## src/hw/rtl/cdq_pkg.sv

```systemverilog
package cdq_pkg;

  // Field widths fixed by the operation format.
  localparam int ModeW  = 2;
  localparam int ValueW = 32;
  localparam int CapW   = 5;

  // Capacity register value after reset.
  localparam logic [CapW-1:0] CapReset = 5'd16;

  // Value reported for the front and back of an empty deque.
  localparam logic signed [ValueW-1:0] EmptyValue = '1;

  typedef enum logic [ModeW-1:0] {
    ModePushFront = 2'd0,
    ModePushBack  = 2'd1,
    ModePopFront  = 2'd2,
    ModePopBack   = 2'd3
  } mode_e;

endpackage

```

## src/hw/rtl/cdq_if.sv

```systemverilog
// Operation channel into the deque.
interface cdq_in_if;
  logic                                  valid;
  logic                                  ready;
  logic [cdq_pkg::ModeW-1:0]             mode;
  logic signed [cdq_pkg::ValueW-1:0]     value;

  modport source (output valid, output mode, output value, input ready);
  modport sink   (input valid, input mode, input value, output ready);
endinterface

// Result channel out of the deque.
interface cdq_out_if;
  logic                                  valid;
  logic                                  ready;
  logic                                  ok;
  logic signed [cdq_pkg::ValueW-1:0]     front_value;
  logic signed [cdq_pkg::ValueW-1:0]     back_value;
  logic                                  is_empty;
  logic                                  is_full;

  modport source (output valid, output ok, output front_value, output back_value,
                  output is_empty, output is_full, input ready);
  modport sink   (input valid, input ok, input front_value, input back_value,
                  input is_empty, input is_full, output ready);
endinterface

// Capacity register write channel.
interface cdq_cfg_if;
  logic                                  valid;
  logic                                  ready;
  logic [cdq_pkg::CapW-1:0]              capacity;

  modport source (output valid, output capacity, input ready);
  modport sink   (input valid, input capacity, output ready);
endinterface

```

## src/hw/rtl/circular_deque_unit.sv

```systemverilog
// Channel   Direction  Word contents
// -------   ---------  -------------------------------------------------
// in_i      sink       mode (push front/back, pop front/back), value
// out_o     source     ok, front_value, back_value, is_empty, is_full
// cfg_i     sink       capacity (always ready)
//
// Every accepted word gives one result word. The read stage registers the
// RAM data and then passes the result into the output register, where it
// can be taken; with the output side ready the unit takes one word per
// cycle. The store RAM's registered read of the new front and back entries
// forms a second stage behind the pointer update.
// Reset clears the pointers, the entry count and the valid flags and loads
// capacity 16; the store itself is not cleared, since only written entries
// are ever read. When the output register is held, the read stage holds its
// RAM data and in_i drops ready until the output side drains.
module circular_deque_unit #(
  parameter int DEPTH = 16
) (
  input  logic         clk_i,
  input  logic         rst_ni,
  cdq_in_if.sink       in_i,
  cdq_out_if.source    out_o,
  cdq_cfg_if.sink      cfg_i
);

  localparam int IdxW = $clog2(DEPTH);
  localparam int CntW = $clog2(DEPTH + 1);
  localparam int CmpW = (CntW > cdq_pkg::CapW) ? CntW : cdq_pkg::CapW;
  localparam logic [IdxW-1:0] LastIdx  = IdxW'(DEPTH - 1);
  localparam logic [CmpW-1:0] DepthCmp = CmpW'(DEPTH);

  // Ring pointer steps; the ring always wraps over the full store depth.
  function automatic logic [IdxW-1:0] wrap_inc(input logic [IdxW-1:0] idx);
    return (idx == LastIdx) ? '0 : idx + IdxW'(1);
  endfunction

  function automatic logic [IdxW-1:0] wrap_dec(input logic [IdxW-1:0] idx);
    return (idx == '0) ? LastIdx : idx - IdxW'(1);
  endfunction

  // Configuration.
  logic [cdq_pkg::CapW-1:0] cap_q, cap_d;
  logic [CmpW-1:0]          cap_ext;
  logic [CmpW-1:0]          cap_sat;
  logic [CntW-1:0]          cap_eff;

  // Deque state.
  logic [IdxW-1:0] head_q, head_d;
  logic [IdxW-1:0] tail_q, tail_d;
  logic [CntW-1:0] count_q, count_d;

  // Operation decode.
  logic              in_fire;
  logic              cur_full, cur_empty;
  logic              op_ok;
  logic              ram_we;
  logic [IdxW-1:0]   ram_waddr;
  cdq_pkg::mode_e    op_mode;

  // Read stage: holds the RAM data read when the word is accepted.
  logic                               s1_valid_q, s1_valid_d;
  logic                               s1_ok_q;
  logic                               s1_empty_q;
  logic                               s1_full_q;
  logic                               s1_fwd_front_q;
  logic                               s1_fwd_back_q;
  logic signed [cdq_pkg::ValueW-1:0]  s1_value_q;
  logic                               s1_adv;
  logic [cdq_pkg::ValueW-1:0]         ram_rdata_a, ram_rdata_b;
  logic signed [cdq_pkg::ValueW-1:0]  front_sel, back_sel;

  // Output register.
  logic                               out_valid_q, out_valid_d;
  logic                               out_ok_q;
  logic                               out_empty_q;
  logic                               out_full_q;
  logic signed [cdq_pkg::ValueW-1:0]  out_front_q;
  logic signed [cdq_pkg::ValueW-1:0]  out_back_q;
  logic                               out_free;

  // ---------------------------------------------------------------------
  // Capacity register and its effective value: zero counts as one, and
  // anything above the store depth is clipped to the depth.
  // ---------------------------------------------------------------------
  assign cfg_i.ready = 1'b1;
  assign cap_d       = (cfg_i.valid) ? cfg_i.capacity : cap_q;

  always_comb begin
    cap_ext = CmpW'(cap_q);
    cap_sat = (cap_ext > DepthCmp) ? DepthCmp : cap_ext;
    if (cap_sat == '0) begin
      cap_sat = CmpW'(1);
    end
    cap_eff = CntW'(cap_sat);
  end

  // ---------------------------------------------------------------------
  // Pointer update. A push moves its pointer first and then writes the
  // entry it points at; a push into an empty deque lines the tail up with
  // the head and writes there. A pop moves its pointer away, except that
  // popping the last entry lines the tail up with the head.
  // ---------------------------------------------------------------------
  assign in_fire   = in_i.valid & in_i.ready;
  assign op_mode   = cdq_pkg::mode_e'(in_i.mode);
  assign cur_full  = (count_q >= cap_eff);
  assign cur_empty = (count_q == '0);

  always_comb begin
    head_d    = head_q;
    tail_d    = tail_q;
    count_d   = count_q;
    op_ok     = 1'b0;
    ram_we    = 1'b0;
    ram_waddr = head_q;
    case (op_mode)
      cdq_pkg::ModePushFront: begin
        if (!cur_full) begin
          op_ok = 1'b1;
          if (cur_empty) begin
            tail_d = head_q;
          end else begin
            head_d = wrap_dec(head_q);
          end
          ram_we    = in_fire;
          ram_waddr = head_d;
          count_d   = count_q + CntW'(1);
        end
      end
      cdq_pkg::ModePushBack: begin
        if (!cur_full) begin
          op_ok = 1'b1;
          if (cur_empty) begin
            tail_d = head_q;
          end else begin
            tail_d = wrap_inc(tail_q);
          end
          ram_we    = in_fire;
          ram_waddr = tail_d;
          count_d   = count_q + CntW'(1);
        end
      end
      cdq_pkg::ModePopFront: begin
        if (!cur_empty) begin
          op_ok = 1'b1;
          if (count_q == CntW'(1)) begin
            tail_d = head_q;
          end else begin
            head_d = wrap_inc(head_q);
          end
          count_d = count_q - CntW'(1);
        end
      end
      cdq_pkg::ModePopBack: begin
        if (!cur_empty) begin
          op_ok = 1'b1;
          if (count_q == CntW'(1)) begin
            tail_d = head_q;
          end else begin
            tail_d = wrap_dec(tail_q);
          end
          count_d = count_q - CntW'(1);
        end
      end
      default: begin
        op_ok = 1'b0;
      end
    endcase
  end

  // ---------------------------------------------------------------------
  // Store. The new front and back entries are read in the same cycle as
  // the push writes; the RAM returns old data on a same-address collision,
  // so the read stage forwards the pushed word for that side.
  // ---------------------------------------------------------------------
  cdq_ram #(
    .Width (cdq_pkg::ValueW),
    .Depth (DEPTH)
  ) u_store (
    .clk_i     (clk_i),
    .we_i      (ram_we),
    .waddr_i   (ram_waddr),
    .wdata_i   (in_i.value),
    .re_i      (in_fire),
    .raddr_a_i (head_d),
    .raddr_b_i (tail_d),
    .rdata_a_o (ram_rdata_a),
    .rdata_b_o (ram_rdata_b)
  );

  // ---------------------------------------------------------------------
  // Handshake. The read stage moves on when the output register is empty
  // or being drained; new words enter when the read stage can move.
  // ---------------------------------------------------------------------
  assign out_free    = !out_valid_q || out_o.ready;
  assign s1_adv      = s1_valid_q && out_free;
  assign in_i.ready  = !s1_valid_q || s1_adv;
  assign s1_valid_d  = in_fire || (s1_valid_q && !s1_adv);
  assign out_valid_d = s1_adv || (out_valid_q && !out_o.ready);

  always_comb begin
    if (s1_empty_q) begin
      front_sel = cdq_pkg::EmptyValue;
      back_sel  = cdq_pkg::EmptyValue;
    end else begin
      front_sel = s1_fwd_front_q ? s1_value_q : $signed(ram_rdata_a);
      back_sel  = s1_fwd_back_q  ? s1_value_q : $signed(ram_rdata_b);
    end
  end

  // Control state.
  always_ff @(posedge clk_i or negedge rst_ni) begin
    if (!rst_ni) begin
      cap_q       <= cdq_pkg::CapReset;
      head_q      <= '0;
      tail_q      <= '0;
      count_q     <= '0;
      s1_valid_q  <= 1'b0;
      out_valid_q <= 1'b0;
    end else begin
      cap_q       <= cap_d;
      s1_valid_q  <= s1_valid_d;
      out_valid_q <= out_valid_d;
      if (in_fire) begin
        head_q  <= head_d;
        tail_q  <= tail_d;
        count_q <= count_d;
      end
    end
  end

  // Payload registers.
  always_ff @(posedge clk_i) begin
    if (in_fire) begin
      s1_ok_q        <= op_ok;
      s1_empty_q     <= (count_d == '0);
      s1_full_q      <= (count_d >= cap_eff);
      s1_fwd_front_q <= ram_we && (ram_waddr == head_d);
      s1_fwd_back_q  <= ram_we && (ram_waddr == tail_d);
      s1_value_q     <= in_i.value;
    end
    if (s1_adv) begin
      out_ok_q    <= s1_ok_q;
      out_empty_q <= s1_empty_q;
      out_full_q  <= s1_full_q;
      out_front_q <= front_sel;
      out_back_q  <= back_sel;
    end
  end

  assign out_o.valid       = out_valid_q;
  assign out_o.ok          = out_ok_q;
  assign out_o.front_value = out_front_q;
  assign out_o.back_value  = out_back_q;
  assign out_o.is_empty    = out_empty_q;
  assign out_o.is_full     = out_full_q;

`ifndef SYNTHESIS
  // With at most one entry, front and back are the same slot.
  a_single_slot: assert property (@(posedge clk_i) disable iff (!rst_ni)
    (count_q <= CntW'(1)) |-> (head_q == tail_q))
    else $error("head and tail differ with at most one entry");

  // The entry count never passes the store depth.
  a_count_bound: assert property (@(posedge clk_i) disable iff (!rst_ni)
    CmpW'(count_q) <= DepthCmp)
    else $error("entry count above store depth");

  // A refused operation leaves the deque untouched.
  a_refused_stable: assert property (@(posedge clk_i) disable iff (!rst_ni)
    (in_fire && !op_ok) |=> ($stable(count_q) && $stable(head_q) && $stable(tail_q)))
    else $error("refused operation changed the deque");

  // A held read stage keeps its RAM data.
  a_read_hold: assert property (@(posedge clk_i) disable iff (!rst_ni)
    (s1_valid_q && !s1_adv) |=> ($stable(ram_rdata_a) && $stable(ram_rdata_b)))
    else $error("read data changed while the read stage was held");
`endif

endmodule

```

## src/hw/rtl/cdq_ram.sv

```systemverilog
// Simple dual-read RAM: one write port, two read ports sharing one read
// enable, registered read data (old data on a same-address read and write).
module cdq_ram #(
  parameter int Width = 32,
  parameter int Depth = 16
) (
  input  logic                     clk_i,
  input  logic                     we_i,
  input  logic [$clog2(Depth)-1:0] waddr_i,
  input  logic [Width-1:0]         wdata_i,
  input  logic                     re_i,
  input  logic [$clog2(Depth)-1:0] raddr_a_i,
  input  logic [$clog2(Depth)-1:0] raddr_b_i,
  output logic [Width-1:0]         rdata_a_o,
  output logic [Width-1:0]         rdata_b_o
);

  logic [Width-1:0] mem_q [Depth];
  logic [Width-1:0] rdata_a_q;
  logic [Width-1:0] rdata_b_q;

  always_ff @(posedge clk_i) begin
    if (we_i) begin
      mem_q[waddr_i] <= wdata_i;
    end
    if (re_i) begin
      rdata_a_q <= mem_q[raddr_a_i];
      rdata_b_q <= mem_q[raddr_b_i];
    end
  end

  assign rdata_a_o = rdata_a_q;
  assign rdata_b_o = rdata_b_q;

endmodule
```

## src/flat_wrapper.sv

```systemverilog
// flat-port wrapper written by rule: the top's interface ports become plain ports
module circular_deque_unit_flat 
#(
  parameter int DEPTH = 16
)
  (clk_i, rst_ni, in_i_valid, in_i_mode, in_i_value, in_i_ready, out_o_valid, out_o_ok, out_o_front_value, out_o_back_value, out_o_is_empty, out_o_is_full, out_o_ready, cfg_i_valid, cfg_i_capacity, cfg_i_ready);
  cdq_in_if in_i_i ();
  cdq_out_if out_o_i ();
  cdq_cfg_if cfg_i_i ();
  input  logic clk_i;
  input  logic rst_ni;
  input wire logic [$bits(in_i_i.valid)-1:0] in_i_valid;
  input wire logic [$bits(in_i_i.mode)-1:0] in_i_mode;
  input wire logic [$bits(in_i_i.value)-1:0] in_i_value;
  output wire logic [$bits(in_i_i.ready)-1:0] in_i_ready;
  output wire logic [$bits(out_o_i.valid)-1:0] out_o_valid;
  output wire logic [$bits(out_o_i.ok)-1:0] out_o_ok;
  output wire logic [$bits(out_o_i.front_value)-1:0] out_o_front_value;
  output wire logic [$bits(out_o_i.back_value)-1:0] out_o_back_value;
  output wire logic [$bits(out_o_i.is_empty)-1:0] out_o_is_empty;
  output wire logic [$bits(out_o_i.is_full)-1:0] out_o_is_full;
  input wire logic [$bits(out_o_i.ready)-1:0] out_o_ready;
  input wire logic [$bits(cfg_i_i.valid)-1:0] cfg_i_valid;
  input wire logic [$bits(cfg_i_i.capacity)-1:0] cfg_i_capacity;
  output wire logic [$bits(cfg_i_i.ready)-1:0] cfg_i_ready;
  assign in_i_i.valid = in_i_valid;
  assign in_i_i.mode = in_i_mode;
  assign in_i_i.value = in_i_value;
  assign in_i_ready = in_i_i.ready;
  assign out_o_valid = out_o_i.valid;
  assign out_o_ok = out_o_i.ok;
  assign out_o_front_value = out_o_i.front_value;
  assign out_o_back_value = out_o_i.back_value;
  assign out_o_is_empty = out_o_i.is_empty;
  assign out_o_is_full = out_o_i.is_full;
  assign out_o_i.ready = out_o_ready;
  assign cfg_i_i.valid = cfg_i_valid;
  assign cfg_i_i.capacity = cfg_i_capacity;
  assign cfg_i_ready = cfg_i_i.ready;
  circular_deque_unit #(.DEPTH(DEPTH)) u_core (.clk_i(clk_i), .rst_ni(rst_ni), .in_i(in_i_i), .out_o(out_o_i), .cfg_i(cfg_i_i));
endmodule
```

## config.mk

```make
export PLATFORM = sky130hd
export DESIGN_NAME = circular_deque_unit_flat
export DESIGN_NICKNAME = d
export VERILOG_FILES = /design/src/hw/rtl/cdq_pkg.sv /design/src/hw/rtl/cdq_if.sv /design/src/hw/rtl/circular_deque_unit.sv /design/src/hw/rtl/cdq_ram.sv /design/src/flat_wrapper.sv
export SDC_FILE = /design/constraint.sdc
export NUM_CORES = 1
export LEC_CHECK = 0
export BUFFER_PORTS_ARGS = -buffer_cell sky130_fd_sc_hd__buf_2
export CORE_MARGIN = 2
export CORE_UTILIZATION = 30
export CTS_BUF_LIST = sky130_fd_sc_hd__clkbuf_8
export DETAILED_ROUTE_END_ITERATION = 6
export GPL_TIMING_DRIVEN = 1
export PLACE_DENSITY = 0.5
export SYNTH_ARGS = -nofsm -noshare
export SYNTH_HDL_FRONTEND = slang
export SYNTH_SLANG_ARGS = --single-unit
export TNS_END_PERCENT = 20
```

## constraint.sdc

```tcl
create_clock -name clk_i -period 4.1 [get_ports clk_i]
set_input_delay 0.205 -clock clk_i [delete_from_list [all_inputs] [get_ports clk_i]]
set_output_delay 0.205 -clock clk_i [all_outputs]
set_load 0.01 [all_outputs]
```

==> flow_summary_export.csv <==
group,metric,value,unit
status,outcome,"completed",
global_routing,grt_pass1_vias,25000,
power_and_ir_drop,power,28.3,mW
setup_path,crit_family,"compound AO/OA/AOI/OAI gates",
global_routing,gr-total-overflow,0,
floorplanning,start_util,0.303,
power_and_ir_drop,irDropWorstVdd,0.000316,V
setup_path,cp_cell_sequence,"inv_1 -> ha_1 -> or4b_4 -> mux2i_1 -> o211ai_1 -> a311o_2 -> nand2_2 -> buf_4 -> a2111oi_0 -> o41ai_1 -> buf_4 -> o211a_1",
detailed_routing,first_pass_iters,5,
clock_tree,h-tree-depth,3,
floorplanning,core_area,109000,µm²
global_routing,grt_max_degree,85,
floorplanning,die_w,336,µm
timing,max_freq,255,MHz
setup_path,slowest_stage,"o41ai_1",
layout,layout.nets,2845,
detailed_routing,drt-total-wl,115000,µm
yosys,async_flop_share,0.0286,
timing,fin_skew,0.0473,ns
yosys,postSynthNetCount,2533,
layout,utilization,0.372,
place,place.gp.congestion,0.865,
yosys,synthTopCellsByArea,"edfxtp_1 (62%), mux2i_1 (5.9%), and3_1 (3.7%)",
layout,drive_gt1_frac,0.210,
yosys,synth_ff_type,"edfxtp_1",
timing,period_share,0.958,
timing,slew_headroom,0.303,
setup_path,path_buf_inv,3,
floorplanning,fp.dieArea,113000,µm²
power_and_ir_drop,p_leak,14.3,nW
clock_tree,cts-buffers-inserted,120,
setup_path,start_kind,"flip-flop",
timing,rsz0062_at_grt,"true",
power_and_ir_drop,internal_power,17.4,mW
detailed_routing,antenna_left,0,
layout,post-route-cell-area,40500,µm²
yosys,netlist_instances,2472,
timing,min_period,3.93,ns
global_routing,grt_pass1_wl,167000,µm
place,io_buffers,112,
hold_path,hold_class,"in -> reg",
global_routing,antenna_found_initial,2,
layout,fillers,10400,
power_and_ir_drop,p_seq_frac,0.326,
floorplanning,die_y,336,µm
setup_path,cp-end-kind,"flip-flop",
timing,finalHoldViolCount,0,
clock_tree,cts_buffer_depth,3,
layout,final-instance-count-excl-fill,4296,
yosys,yosysSeqAreaShare,0.634,
timing,finalSetupTns,0,ns
yosys,yosys.area.top_type,"edfxtp_1",
detailed_routing,num_vias,24700,
clock_tree,cts.sinks,700,
yosys,synth_edf_count,680,
timing,setup_viol,0,
yosys,synth_most_common_cell,"edfxtp_1",
floorplanning,fp-row-count,121,
power_and_ir_drop,power-per-cell-area,698,nW/µm²
yosys,synth_top_area_share,0.619,
timing,holdWs,0.103,ns
yosys,synthesis.area,33000,µm²
clock_tree,cts-root-buf,"clkbuf_8",
floorplanning,io_pins,114,
place,hpwl,71900,µm
setup_path,cp_common_cell,"buf_4",
setup_path,critPathRequiredTime,4.74,ns
detailed_routing,vias_per_cell,5.75,
power_and_ir_drop,pwr-share-clk,0.222,
power_and_ir_drop,p_switching,10.9,mW
setup_path,slowest_delay,0.64,ns
layout,syn_to_final_growth,22.8,%
setup_path,worstSetupPathType,"reg -> reg",
place,place_area,37600,µm²
place,place_inst,4026,
setup_path,worstPathArrival,4.57,ns
power_and_ir_drop,comb_power_share,0.452,
yosys,yosys_warnings,0,
detailed_routing,drc,0,
clock_tree,clkSlewWorstSetupHoldPaths,0.07,ns
timing,drv_slew,0,
timing,tightestPinTransition,1.04,ns
clock_tree,insertion_delay,0.79,ns
detailed_routing,detail_route.wl_per_cell,26.8,µm
yosys,ys_ff_latch,700,
power_and_ir_drop,switching_share,0.387,
yosys,synthTopCellsByCount,"edfxtp_1 (680), nand2_1 (224), mux2i_1 (195)",
run,cap_violations,0,
yosys,synth.distinct_cells,76,
clock_tree,cts_tree,"built",
global_routing,grt_use_total,0.199,
yosys,syn_avg_cell_area,13.4,µm²
detailed_routing,drtIter0Drc,2809,
timing,setup_ws,0.173,ns
setup_path,cp_max_fo,10,
place,dpl_worst_slack,-0.142,ns
path summary, 6_finish.rpt:
check                                                    from                                      to  slack (ns)  cells past startpoint
worst max-delay path            u_core.count_q[1]$_DFFE_PN0P_  u_core.u_store.rdata_b_o[29]$_DFFE_PP_        0.17                     12
worst min-delay path                             in_i_mode[0]            u_core.head_q[2]$_DFFE_PN0P_        0.10                      3
worst max register to register  u_core.count_q[1]$_DFFE_PN0P_  u_core.u_store.rdata_b_o[29]$_DFFE_PP_        0.17                     12
worst min register to register     u_core.s1_full_q$_DFFE_PP_          u_core.out_o.is_full$_DFFE_PP_        0.43                      0
max in group asynchronous                              rst_ni           u_core.cap_ext[0]$_DFFE_PN0P_        2.15                      4
min in group asynchronous                              rst_ni           u_core.cap_ext[4]$_DFFE_PN1P_        0.51                      3
worst reg2reg max path: stages (launching register included):
cell,delay (ns)
dfrtp_1,0.44
inv_1,0.15
ha_1,0.19
or4b_4,0.57
mux2i_1,0.20
o211ai_1,0.18
a311o_2,0.57
nand2_2,0.20
buf_4,0.18
a2111oi_0,0.10
o41ai_1,0.64
buf_4,0.21
o211a_1,0.18
kinds of logic after synthesis:
| family | synth area share |
|---|---|
| AO/OA/AOI/OAI | 0.150 |
| XOR/XNOR | 0.00318 |
| adder cells (fa/ha/maj) | 0.00644 |
| buffers and inverters | 0.0330 |
| flip-flops | 0.634 |
| multiplexers | 0.0622 |
| other | 0.000114 |
| AND/OR/NAND/NOR | 0.112 |
final cells by class:
type / instances / area, µm² / share of cell area
Sequential cell: 700 / 20900 / 0.516
Multi-Input combinational cell: 1528 / 11300 / 0.280
Timing Repair Buffer: 420 / 4090 / 0.101
Tap cell: 1414 / 1770 / 0.0437
Clock buffer: 127 / 1750 / 0.0431
Clock inverter: 92 / 596 / 0.0147
Inverter: 14 / 55.1 / 0.00136
Antenna cell: 1 / 2.50 / 0.0000617
power groups by stage:
stage | sequential (mW) | combinational, mW | clock [mW]
global placement | 9.35 | 12.3 | 0
finish | 9.22 | 12.8 | 6.29
global route | 9.27 | 13.4 | 6.76
CTS | 9.21 | 12.5 | 6.44
detailed placement | 9.34 | 12.4 | 0
floorplan | 9.20 | 6.79 | 0
placed cells by master (no fill, tap or decap), drive strengths merged, types with 20 or more instances in the layout:
cell type / instances
a211o: 66
and4: 31
nor2: 46
and3: 194
inv: 56
a32oi: 90
a21oi: 23
a2111oi: 129
nand2: 226
clkbuf: 127
a22oi: 36
o221a: 30
dlygate4sd3: 49
edfxtp: 680
nand3: 20
nor4: 32
mux2i: 195
nor2b: 69
clkinv: 41
buf: 371
o21ai: 91
a22o: 33
a211oi: 68
timing repair:
item,in CTS,in global routing
setup buffers,0,1
endpoints found under the hold margin,571,0
hold buffers,49,0
resized for setup,4,31
pin swaps,0,2
setup endpoints to repair,1,40
registers in the layout, indices dropped and copies added (netlist names), 4 cells and up:
name                      flops
u_core.s1_value_q            32
u_core.out_o.back_value      32
u_core.count_q                5
u_core.out_o.front_value     32
u_core.u_store.rdata_b_o     32
u_core.head_q                 4
u_core.u_store.mem_q        512
u_core.cap_ext                5
u_core.tail_q                 4
u_core.u_store.rdata_a_o     32
routing by layer:
metal / vias to the layer above / GRT usage / part of all wire
li1: 10600 / - / -
met1: 12500 / 0.263 / 0.43
met2: 1259 / 0.318 / 0.46
met3: 294 / 0.0353 / 0.072
met4: 2 / 0.0864 / 0.041
met5: - / 0 / 0.00011
(Power assumes the default switching activity.)
